[config.mk]
export PLATFORM = sky130hd
export DESIGN_NAME = fat_directory_entry_scanner_top_flat
export DESIGN_NICKNAME = d
export VERILOG_FILES = /design/src/rtl/fdes_pkg.sv /design/src/rtl/fdes_if.sv /design/src/rtl/fdes_scan.sv /design/src/rtl/fat_directory_entry_scanner_top.sv /design/src/flat_wrapper.sv
export SDC_FILE = /design/constraint.sdc
export NUM_CORES = 1
export LEC_CHECK = 0
export ABC_AREA = 1
export BUFFER_PORTS_ARGS = -buffer_cell sky130_fd_sc_hd__buf_2
export CAP_MARGIN = 15
export CORE_UTILIZATION = 55
export CTS_CLUSTER_SIZE = 16
export DETAILED_ROUTE_END_ITERATION = 8
export HOLD_SLACK_MARGIN = 0.1
export PLACE_DENSITY = 0.84
export SLEW_MARGIN = 20
export SYNTH_ARGS = -nofsm -noshare
export SYNTH_HDL_FRONTEND = slang
export SYNTH_SLANG_ARGS = --single-unit
[constraint.sdc]
create_clock -name clock -period 14.69 [get_ports clock]
set_clock_uncertainty 0.1 [all_clocks]
set_input_delay 2.938 -clock clock [delete_from_list [all_inputs] [get_ports clock]]
set_output_delay 2.938 -clock clock [all_outputs]
set_load 0.02 [all_outputs]
[src/rtl/fdes_pkg.sv]
package fdes_pkg;

   // Field widths fixed by the entry and result formats.
   localparam int NAME_BASE_W = 64;
   localparam int NAME_EXT_W  = 24;
   localparam int ATTR_W      = 8;
   localparam int CLUSTER_W   = 32;
   localparam int SIZE_W      = 32;
   localparam int LIMIT_W     = 31;
   localparam int IDX_W       = 12;

   // Default directory depth handed to the top level.
   localparam int FDES_MAX_ENTRIES = 4096;

   // Register file: 64-bit data, registers on 8-byte boundaries.
   localparam int CSR_DATA_W = 64;
   localparam int CSR_ADDR_W = 5;

   typedef enum logic [1:0] {
      CSR_TARGET_BASE = 2'd0,
      CSR_TARGET_EXT  = 2'd1,
      CSR_SIZE_LIMIT  = 2'd2,
      CSR_UNUSED      = 2'd3
   } fdes_csr_type;

   localparam logic [NAME_BASE_W-1:0] TARGET_BASE_RESET = 64'h2020_2020_2020_2020;
   localparam logic [NAME_EXT_W-1:0]  TARGET_EXT_RESET  = 24'h20_2020;
   localparam logic [LIMIT_W-1:0]     SIZE_LIMIT_RESET  = '0;

   // Special first name bytes and attribute masks.
   localparam logic [7:0] BYTE_END      = 8'h00;
   localparam logic [7:0] BYTE_DELETED  = 8'hE5;
   localparam logic [3:0] ATTR_LFN      = 4'hF;
   localparam int         ATTR_DIR_BIT  = 4;
   localparam logic [CLUSTER_W-1:0] FIRST_DATA_CLUSTER = 32'd2;

   typedef enum logic [2:0] {
      CLS_LFN     = 3'd0,
      CLS_DELETED = 3'd1,
      CLS_END     = 3'd2,
      CLS_MATCH   = 3'd3,
      CLS_MISS    = 3'd4,
      CLS_IGNORED = 3'd5
   } fdes_class_type;

   // One directory entry as it arrives.
   typedef struct packed {
      logic [NAME_BASE_W-1:0] name_base;
      logic [NAME_EXT_W-1:0]  name_ext;
      logic [ATTR_W-1:0]      attributes;
      logic [CLUSTER_W-1:0]   entry_cluster;
      logic [SIZE_W-1:0]      entry_size;
      logic                   last_entry;
   } fdes_entry_type;

   // One classified entry as it leaves.
   typedef struct packed {
      fdes_class_type         entry_class;
      logic [IDX_W-1:0]       entry_index;
      logic                   is_directory;
      logic [CLUSTER_W-1:0]   found_cluster;
      logic [SIZE_W-1:0]      clipped_size;
      logic                   bad_cluster;
      logic                   scan_found;
      logic                   free_valid;
      logic [IDX_W-1:0]       free_index;
      logic                   scan_done;
   } fdes_result_type;

   // Search target as held in the register file.
   typedef struct packed {
      logic [NAME_BASE_W-1:0] target_base;
      logic [NAME_EXT_W-1:0]  target_ext;
      logic [LIMIT_W-1:0]     size_limit;
   } fdes_cfg_type;

endpackage

[src/rtl/fdes_if.sv]
// Entry channel into the scanner.
interface fdes_req_if;
   import fdes_pkg::*;

   logic           valid;
   logic           ready;
   fdes_entry_type data;

   modport source (output valid, output data, input ready);
   modport sink (input valid, input data, output ready);
endinterface

// Result channel out of the scanner.
interface fdes_rsp_if;
   import fdes_pkg::*;

   logic            valid;
   logic            ready;
   fdes_result_type data;

   modport source (output valid, output data, input ready);
   modport sink (input valid, input data, output ready);
endinterface

[src/rtl/fdes_scan.sv]
module fdes_scan #(
   parameter int MAX_ENTRIES = fdes_pkg::FDES_MAX_ENTRIES
) (
   input  logic                    clock,
   input  logic                    reset,
   input  logic                    step,
   input  fdes_pkg::fdes_entry_type entry,
   input  fdes_pkg::fdes_cfg_type   cfg,
   output fdes_pkg::fdes_result_type result
);
   import fdes_pkg::*;

   // The position counter must be able to hold MAX_ENTRIES itself.
   localparam int POS_W  = $clog2(MAX_ENTRIES + 1);
   localparam int WIDE_W = (POS_W > IDX_W) ? POS_W : IDX_W;
   localparam logic [POS_W-1:0] POS_LIMIT = POS_W'(MAX_ENTRIES);
   localparam logic [POS_W-1:0] POS_TOP   = POS_W'(MAX_ENTRIES - 1);

   logic [POS_W-1:0] position_ff, position_in;
   logic             ended_ff, ended_in;
   logic             matched_ff, matched_in;
   logic             have_free_ff, have_free_in;
   logic [IDX_W-1:0] first_free_ff, first_free_in;

   logic [7:0]        first_byte;
   logic              at_limit;
   logic [POS_W-1:0]  pos_clamped;
   logic [WIDE_W-1:0] pos_wide;
   logic [IDX_W-1:0]  idx;
   logic              name_hit;
   logic [SIZE_W-1:0] limit_wide;
   fdes_class_type    cls;

   // Classify the entry against the scan state and the target name.
   always_comb begin
      first_byte  = entry.name_base[NAME_BASE_W-1 -: 8];
      at_limit    = (position_ff >= POS_LIMIT);
      pos_clamped = (position_ff > POS_TOP) ? POS_TOP : position_ff;
      pos_wide    = WIDE_W'(pos_clamped);
      idx         = pos_wide[IDX_W-1:0];
      name_hit    = (entry.name_base == cfg.target_base) &&
                    (entry.name_ext == cfg.target_ext);
      limit_wide  = {1'b0, cfg.size_limit};

      if (ended_ff || matched_ff || at_limit) begin
         cls = CLS_IGNORED;
      end else if (first_byte == BYTE_END) begin
         cls = CLS_END;
      end else if (first_byte == BYTE_DELETED) begin
         cls = CLS_DELETED;
      end else if (entry.attributes[3:0] == ATTR_LFN) begin
         cls = CLS_LFN;
      end else if (name_hit) begin
         cls = CLS_MATCH;
      end else begin
         cls = CLS_MISS;
      end
   end

   // State after this entry, before any end-of-scan clear.
   always_comb begin
      ended_in      = ended_ff | (cls == CLS_END);
      matched_in    = matched_ff | (cls == CLS_MATCH);
      have_free_in  = have_free_ff;
      first_free_in = first_free_ff;
      if ((cls == CLS_END || cls == CLS_DELETED) && !have_free_ff) begin
         have_free_in  = 1'b1;
         first_free_in = idx;
      end
      position_in = at_limit ? position_ff : position_ff + POS_W'(1);
   end

   // Result word; match details and the scan summary are zero elsewhere.
   always_comb begin
      result              = '0;
      result.entry_class  = cls;
      result.entry_index  = idx;
      if (cls == CLS_MATCH) begin
         result.is_directory  = entry.attributes[ATTR_DIR_BIT];
         result.found_cluster = entry.entry_cluster;
         result.clipped_size  = (entry.entry_size > limit_wide) ? limit_wide
                                                                : entry.entry_size;
         result.bad_cluster   = (entry.entry_cluster < FIRST_DATA_CLUSTER);
      end
      if (entry.last_entry) begin
         result.scan_found = matched_in;
         result.free_valid = have_free_in;
         result.free_index = have_free_in ? first_free_in : '0;
         result.scan_done  = 1'b1;
      end
   end

   // Scan state advances once per entry and clears after the last one.
   always_ff @(posedge clock) begin
      if (reset || (step && entry.last_entry)) begin
         position_ff   <= '0;
         ended_ff      <= 1'b0;
         matched_ff    <= 1'b0;
         have_free_ff  <= 1'b0;
         first_free_ff <= '0;
      end else if (step) begin
         position_ff   <= position_in;
         ended_ff      <= ended_in;
         matched_ff    <= matched_in;
         have_free_ff  <= have_free_in;
         first_free_ff <= first_free_in;
      end
   end

endmodule

[src/rtl/fat_directory_entry_scanner_top.sv]
// Channel   Direction  Handshake      Word
// req_chan  in         valid/ready    one directory entry (fdes_entry_type)
// rsp_chan  out        valid/ready    one classified entry (fdes_result_type)
// APB       in/out     psel/penable   target_base @0x00, target_ext @0x08, size_limit @0x10
//
// One entry per cycle sustained while the result side is ready. The result word is
// registered: an accepted entry goes into the entry register, then is classified and
// compared into the result register.
// The 88-bit name compare and the size clip sit in the single classify stage.
// Reset is synchronous; it clears the scan state and both valid flags and sets the registers to their reset values.
// A stalled result holds; one more entry is taken into the entry register meanwhile.
module fat_directory_entry_scanner_top #(
   parameter int MAX_ENTRIES = fdes_pkg::FDES_MAX_ENTRIES
) (
   input  logic                              clock,
   input  logic                              reset,
   fdes_req_if.sink                          req_chan,
   fdes_rsp_if.source                        rsp_chan,
   input  logic                              psel,
   input  logic                              penable,
   input  logic                              pwrite,
   input  logic [fdes_pkg::CSR_ADDR_W-1:0]   paddr,
   input  logic [fdes_pkg::CSR_DATA_W-1:0]   pwdata,
   output logic [fdes_pkg::CSR_DATA_W-1:0]   prdata,
   output logic                              pready
);
   import fdes_pkg::*;

   fdes_cfg_type    cfg_ff;
   fdes_csr_type    csr_sel;
   logic            csr_write;

   logic            in_valid_ff, in_valid_in;
   fdes_entry_type  in_data_ff;
   logic            rsp_valid_ff, rsp_valid_in;
   fdes_result_type rsp_data_ff;
   fdes_result_type scan_result;
   logic            req_take;
   logic            advance;

   // Register file decode; writes complete in the access cycle.
   assign pready    = 1'b1;
   assign csr_sel   = fdes_csr_type'(paddr[CSR_ADDR_W-1:3]);
   assign csr_write = psel && penable && pwrite && pready;

   always_ff @(posedge clock) begin
      if (reset) begin
         cfg_ff.target_base <= TARGET_BASE_RESET;
         cfg_ff.target_ext  <= TARGET_EXT_RESET;
         cfg_ff.size_limit  <= SIZE_LIMIT_RESET;
      end else if (csr_write) begin
         case (csr_sel)
            CSR_TARGET_BASE: cfg_ff.target_base <= pwdata[NAME_BASE_W-1:0];
            CSR_TARGET_EXT:  cfg_ff.target_ext  <= pwdata[NAME_EXT_W-1:0];
            CSR_SIZE_LIMIT:  cfg_ff.size_limit  <= pwdata[LIMIT_W-1:0];
            default: begin
            end
         endcase
      end
   end

   always_comb begin
      case (csr_sel)
         CSR_TARGET_BASE: prdata = cfg_ff.target_base;
         CSR_TARGET_EXT:  prdata = CSR_DATA_W'(cfg_ff.target_ext);
         CSR_SIZE_LIMIT:  prdata = CSR_DATA_W'(cfg_ff.size_limit);
         default:         prdata = '0;
      endcase
   end

   // Two-stage flow: the entry register advances when the result register frees up.
   assign advance        = in_valid_ff && (!rsp_valid_ff || rsp_chan.ready);
   assign req_chan.ready = !in_valid_ff || advance;
   assign req_take       = req_chan.valid && req_chan.ready;
   assign in_valid_in    = req_take || (in_valid_ff && !advance);
   assign rsp_valid_in   = advance || (rsp_valid_ff && !rsp_chan.ready);

   always_ff @(posedge clock) begin
      if (reset) begin
         in_valid_ff  <= 1'b0;
         rsp_valid_ff <= 1'b0;
      end else begin
         in_valid_ff  <= in_valid_in;
         rsp_valid_ff <= rsp_valid_in;
      end
   end

   always_ff @(posedge clock) begin
      if (req_take) begin
         in_data_ff <= req_chan.data;
      end
      if (advance) begin
         rsp_data_ff <= scan_result;
      end
   end

   // Classification and scan bookkeeping.
   fdes_scan #(
      .MAX_ENTRIES (MAX_ENTRIES)
   ) u_scan (
      .clock  (clock),
      .reset  (reset),
      .step   (advance),
      .entry  (in_data_ff),
      .cfg    (cfg_ff),
      .result (scan_result)
   );

   assign rsp_chan.valid = rsp_valid_ff;
   assign rsp_chan.data  = rsp_data_ff;

`ifndef SYNTHESIS
   // Summary fields only appear on the word that closes a scan.
   a_summary_only_on_done: assert property (@(posedge clock) disable iff (reset)
      rsp_valid_ff && !rsp_data_ff.scan_done |->
         !rsp_data_ff.scan_found && !rsp_data_ff.free_valid &&
         rsp_data_ff.free_index == '0)
      else $error("scan summary set on a word that does not end the scan");

   // Match details stay zero unless the entry matched.
   a_details_only_on_match: assert property (@(posedge clock) disable iff (reset)
      rsp_valid_ff && rsp_data_ff.entry_class != CLS_MATCH |->
         !rsp_data_ff.is_directory && !rsp_data_ff.bad_cluster &&
         rsp_data_ff.found_cluster == '0 && rsp_data_ff.clipped_size == '0)
      else $error("match details on a word that did not match");

   // The reported size never exceeds the configured limit.
   a_size_clipped: assert property (@(posedge clock) disable iff (reset)
      rsp_valid_ff |-> rsp_data_ff.clipped_size <= {1'b0, cfg_ff.size_limit})
      else $error("clipped size above size_limit");

   // A result cannot be overwritten while it is stalled.
   a_no_overwrite: assert property (@(posedge clock) disable iff (reset)
      rsp_valid_ff && !rsp_chan.ready |-> !advance)
      else $error("result register loaded while stalled");
`endif

endmodule

[src/flat_wrapper.sv]
// flat-port wrapper written by rule: the top's interface ports become plain ports
module fat_directory_entry_scanner_top_flat import fdes_pkg::*;
#(
   parameter int MAX_ENTRIES = fdes_pkg::FDES_MAX_ENTRIES
)
  (clock, reset, psel, penable, pwrite, paddr, pwdata, prdata, pready, req_chan_valid, req_chan_data, req_chan_ready, rsp_chan_valid, rsp_chan_data, rsp_chan_ready);
  fdes_req_if req_chan_i ();
  fdes_rsp_if rsp_chan_i ();
  input  logic clock;
  input  logic reset;
  input  logic psel;
  input  logic penable;
  input  logic pwrite;
  input  logic [fdes_pkg::CSR_ADDR_W-1:0] paddr;
  input  logic [fdes_pkg::CSR_DATA_W-1:0] pwdata;
  output logic [fdes_pkg::CSR_DATA_W-1:0] prdata;
  output logic pready;
  input wire logic [$bits(req_chan_i.valid)-1:0] req_chan_valid;
  input wire logic [$bits(req_chan_i.data)-1:0] req_chan_data;
  output wire logic [$bits(req_chan_i.ready)-1:0] req_chan_ready;
  output wire logic [$bits(rsp_chan_i.valid)-1:0] rsp_chan_valid;
  output wire logic [$bits(rsp_chan_i.data)-1:0] rsp_chan_data;
  input wire logic [$bits(rsp_chan_i.ready)-1:0] rsp_chan_ready;
  assign req_chan_i.valid = req_chan_valid;
  assign req_chan_i.data = req_chan_data;
  assign req_chan_ready = req_chan_i.ready;
  assign rsp_chan_valid = rsp_chan_i.valid;
  assign rsp_chan_data = rsp_chan_i.data;
  assign rsp_chan_i.ready = rsp_chan_ready;
  fat_directory_entry_scanner_top #(.MAX_ENTRIES(MAX_ENTRIES)) u_core (.clock(clock), .reset(reset), .req_chan(req_chan_i), .rsp_chan(rsp_chan_i), .psel(psel), .penable(penable), .pwrite(pwrite), .paddr(paddr), .pwdata(pwdata), .prdata(prdata), .pready(pready));
endmodule
==> flow_results.xml <==
<?xml version="1.0" encoding="UTF-8"?>
<metrics>
  <group name="status">
    <metric name="run_status" unit="">completed</metric>
  </group>
  <group name="synthesis">
    <metric name="synth.avg_cell_area" unit="um^2">9.72</metric>
    <metric name="ys_top_cells_by_area" unit="">edfxtp_1 (44%), dfxtp_1 (17%), nand2_1 (7.7%), inv_1 (4.8%), a21oi_1 (4.6%)</metric>
    <metric name="yosys_warnings" unit="">0</metric>
    <metric name="synth_async_sr_flop_share" unit="">0</metric>
    <metric name="muxShareOfSynthArea" unit="">0</metric>
    <metric name="synth_area_leader" unit="">edfxtp_1</metric>
    <metric name="synth_edf_count" unit="">254</metric>
    <metric name="synthesis.area" unit="um^2">17200</metric>
    <metric name="synth_top_family_by_area" unit="">simple AND/OR/NAND/NOR gates</metric>
    <metric name="postSynthCellCount" unit="">1769</metric>
    <metric name="postSynthNetCount" unit="">2039</metric>
    <metric name="post-synth-top-area-fraction" unit="">0.444</metric>
    <metric name="ff_latch_count_synth" unit="">403</metric>
    <metric name="synth-adder-area-share" unit="">0.0240</metric>
    <metric name="synth-xor-area-share" unit="">0.0153</metric>
    <metric name="synth_cell_type_count" unit="">34</metric>
    <metric name="yosys.area_share.simple" unit="">0.163</metric>
    <metric name="fraction_of_the_mapped_netlist_area_in_compound_gates" unit="">0.108</metric>
    <metric name="ys.flop_type" unit="">edfxtp_1</metric>
    <metric name="ys_seq_area_frac" unit="">0.617</metric>
  </group>
  <group name="global_route">
    <metric name="grt_pass1_wl" unit="mm">69.1</metric>
    <metric name="globalRouteTotalUtil" unit="">0.282</metric>
    <metric name="globalRoute.totalOverflow" unit="">0</metric>
    <metric name="grt_start_max_net_pins" unit="">117</metric>
    <metric name="antenna_violations_before_repair" unit="">8</metric>
    <metric name="number_of_global_route_vias_before_repair" unit="">12983</metric>
  </group>
  <group name="clocking">
    <metric name="cts.reportedPaths.clkPinSlew" unit="ns">0.05</metric>
    <metric name="clock_sink_count" unit="">403</metric>
    <metric name="cts_hold_fix_bufs" unit="">0</metric>
    <metric name="number_of_buffers_added_by_the_clock_tree_synthesis_step" unit="">43</metric>
    <metric name="cts_htree_levels" unit="">2</metric>
    <metric name="cts-root-buf" unit="">clkbuf_16</metric>
    <metric name="cts_buffer_depth" unit="">3</metric>
    <metric name="cts-resized-gates" unit="">0</metric>
    <metric name="count_of_buffers_added_by_post_cts_timing_repair_for_setup" unit="">0</metric>
    <metric name="cts_tree" unit="">built</metric>
    <metric name="clk_latency" unit="ns">0.55</metric>
  </group>
  <group name="timing">
    <metric name="timing.final.crit_share" unit="">0.524</metric>
    <metric name="hold_ws" unit="ns">0.377</metric>
    <metric name="finalSetupTns" unit="ns">0</metric>
    <metric name="maxClockFrequency" unit="MHz">130</metric>
    <metric name="grt_setup_unrepaired" unit="">no</metric>
    <metric name="max_transition_margin" unit="">0.305</metric>
    <metric name="timing.final.ws_setup" unit="ns">7.00</metric>
    <metric name="setup-violations-final" unit="">0</metric>
    <metric name="worst-slew-pin-transition" unit="ns">1.04</metric>
    <metric name="timing.final.hold_violations" unit="">0</metric>
    <metric name="final_period_minus_worst_setup_slack" unit="ns">7.69</metric>
    <metric name="drv_slew" unit="">0</metric>
  </group>
  <group name="setup_path">
    <metric name="setup.worst_path.class" unit="">input port to output pin</metric>
    <metric name="critPathLaunchType" unit="">input port</metric>
    <metric name="timing.critical_path.slowest_cell_delay" unit="ns">0.61</metric>
    <metric name="critical-path-top-delay-family" unit="">buffers and inverters</metric>
    <metric name="worstPathCellList" unit="">buf_2, inv_1, nand2_1, inv_1, nand2_1, o211ai_1, buf_2</metric>
    <metric name="crit_path_top_delay_cell" unit="">inv_1</metric>
    <metric name="critical_path.max_fanout" unit="">13</metric>
    <metric name="critPathArrivalTime" unit="ns">4.65</metric>
    <metric name="worstSetupEndpointType" unit="">output pin</metric>
    <metric name="crit_buf_inv" unit="">4</metric>
    <metric name="worst-endpoint-required" unit="ns">11.65</metric>
  </group>
  <group name="finish">
    <metric name="finish.cell_count_without_fillers" unit="">2584</metric>
    <metric name="area_taken_by_flip_flops_and_latches" unit="um^2">10600</metric>
    <metric name="nFillCells" unit="">2387</metric>
    <metric name="layout_commonest_cell" unit="">buf_2</metric>
    <metric name="most-common-layout-cells" unit="">buf_2 (392), nand2_1 (350), edfxtp_1 (254)</metric>
    <metric name="share_of_post_route_cells_with_drive_strength_above_1" unit="">0.239</metric>
    <metric name="multi_input_comb_area" unit="um^2">5360</metric>
    <metric name="final_design_area_no_fill" unit="um^2">20800</metric>
    <metric name="finish.utilization" unit="">0.677</metric>
    <metric name="area_delta_synth_final" unit="%">20.7</metric>
    <metric name="layout.nets" unit="">2418</metric>
  </group>
  <group name="placement">
    <metric name="instance_area_at_placement" unit="um^2">19400</metric>
    <metric name="placed_cells_incl_taps" unit="">2499</metric>
    <metric name="place_worst_setup_slack" unit="ns">7.11</metric>
    <metric name="dp_hpwl" unit="mm">32.6</metric>
    <metric name="gp_congestion" unit="">0.931</metric>
    <metric name="count_of_buffers_from_port_buffering" unit="">392</metric>
  </group>
  <group name="pwr">
    <metric name="power.net_switching" unit="uW">579</metric>
    <metric name="power.density" unit="nW/um^2">119</metric>
    <metric name="reported_leakage_power" unit="nW">8.79</metric>
    <metric name="share_comb_of_total_power" unit="">0.078</metric>
    <metric name="post-layout-total-power" unit="mW">2.48</metric>
    <metric name="peakVddDrop" unit="mV">0.0977</metric>
    <metric name="switching_share" unit="">0.234</metric>
    <metric name="seqPwrFrac" unit="">0.516</metric>
    <metric name="clock_power_share" unit="">0.406</metric>
    <metric name="internal_power" unit="mW">1.90</metric>
  </group>
  <group name="detailed_routing">
    <metric name="initialDrtViolationCount" unit="">1214</metric>
    <metric name="firstDrtPassIters" unit="">5</metric>
    <metric name="drtAntennaViolNets" unit="">0</metric>
    <metric name="post_drt_wl_per_cell" unit="um">17.9</metric>
    <metric name="finalWirelength" unit="mm">46.1</metric>
    <metric name="drc_errors" unit="">0</metric>
    <metric name="detail_route.vias_per_cell" unit="">5.35</metric>
    <metric name="num_vias" unit="">13822</metric>
  </group>
  <group name="floorplanning">
    <metric name="die-height" unit="um">179</metric>
    <metric name="die_width" unit="um">179</metric>
    <metric name="fp-row-count" unit="">64</metric>
    <metric name="boundaryPins" unit="">400</metric>
    <metric name="start_util" unit="">0.561</metric>
    <metric name="fp.coreArea" unit="um^2">30700</metric>
    <metric name="die-area" unit="um^2">32000</metric>
  </group>
  <group name="run">
    <metric name="timing.max_cap.violations" unit="">0</metric>
  </group>
  <group name="worst_hold_path">
    <metric name="hold_path.class" unit="">register to register</metric>
  </group>
</metrics>
[worst paths after layout]
kind                                                                  from                                         end  slack [ns]  cells past startpoint
worst max register to register             u_core.in_data_ff[80]$_DFFE_PP_      u_core.rsp_chan.data[43]$_SDFFCE_PP0P_       11.29                     12
worst max-delay path                                              paddr[4]                                   prdata[4]        7.00                      7
worst min register to register  u_core.u_scan.position_ff[11]$_SDFFE_PP0P_  u_core.u_scan.position_ff[11]$_SDFFE_PP0P_        0.38                      2
worst min-delay path            u_core.u_scan.position_ff[11]$_SDFFE_PP0P_  u_core.u_scan.position_ff[11]$_SDFFE_PP0P_        0.38                      2
[worst register-to-register path: cells and delay by family (launching register included)]
kind | cells | cell delay (ns)
compound gates | 1 | 0.28
flops | 1 | 0.41
simple gates | 10 | 1.78
buf+inv | 1 | 0.62
[flip-flops by register name (all words and copies together), names as in the netlist]
name                         count
u_core.in_valid_ff               1
u_core.u_scan.matched_ff         1
u_core.rsp_chan.valid            1
u_core.rsp_chan.data            96
u_core.u_scan.ended_ff           1
u_core.u_scan.position_ff       13
u_core.u_scan.have_free_ff       1
u_core.in_data_ff              158
u_core.cfg_ff                  119
u_core.u_scan.first_free_ff     12
[layout make-up]
cell class | count | share of cell area
Sequential cell | 403 | 0.511
Multi-Input combinational cell | 1054 | 0.258
Timing Repair Buffer | 404 | 0.0989
Clock buffer | 55 | 0.0545
Inverter | 242 | 0.0443
Tap cell | 396 | 0.0239
Clock inverter | 21 | 0.00772
Antenna cell | 9 | 0.00109
[cells by family (layout without fill, tap and decap cells)]
| group | count (synthesis) | in the layout |
|---|---|---|
| xor+xnor | 30 | 30 |
| fa+ha+maj | 33 | 33 |
| buf+inv | 312 | 722 |
| simple gates | 648 | 648 |
| other cells | 2 | 11 |
| flops | 403 | 403 |
| compound gates | 341 | 341 |
[cells in the mapped netlist (2+ instances only)]
cell type and number:
a211oi_1 2, a21oi_1 159, buf_12 3, buf_2 4, clkbuf_1 61, clkinv_1 5
conb_1 2, dfxtp_1 149, edfxtp_1 254, ha_1 33, inv_1 218, inv_2 19
nand2_1 351, nand3_1 56, nand4_1 13, nor2_1 180, nor2_2 3, nor2_4 30
nor3_1 6, nor4_1 4, o211ai_1 26, o21ai_0 128, o221ai_1 20, o22ai_1 4
or2_2 2, xnor2_1 4, xor2_1 26
[layer usage]
| layer | global-route usage | up-vias | share of wire |
|---|---|---|---|
| li1 | - | 6645 | - |
| met1 | 0.370 | 6405 | 0.41 |
| met2 | 0.468 | 677 | 0.47 |
| met3 | 0.0494 | 95 | 0.087 |
| met4 | 0.103 | 0 | 0.030 |
| met5 | 0 | - | 0 |
[power by group through the flow]
stage	clock network, mW	registers (mW)	logic, mW
detailed placement	0	1.30	0.191
CTS	1.02	1.28	0.192
global placement	0	1.30	0.184
finish	1.01	1.28	0.193
floorplan	0	1.32	0.0935
global route	1.06	1.28	0.213
Power figures use the tool's default switching activity.
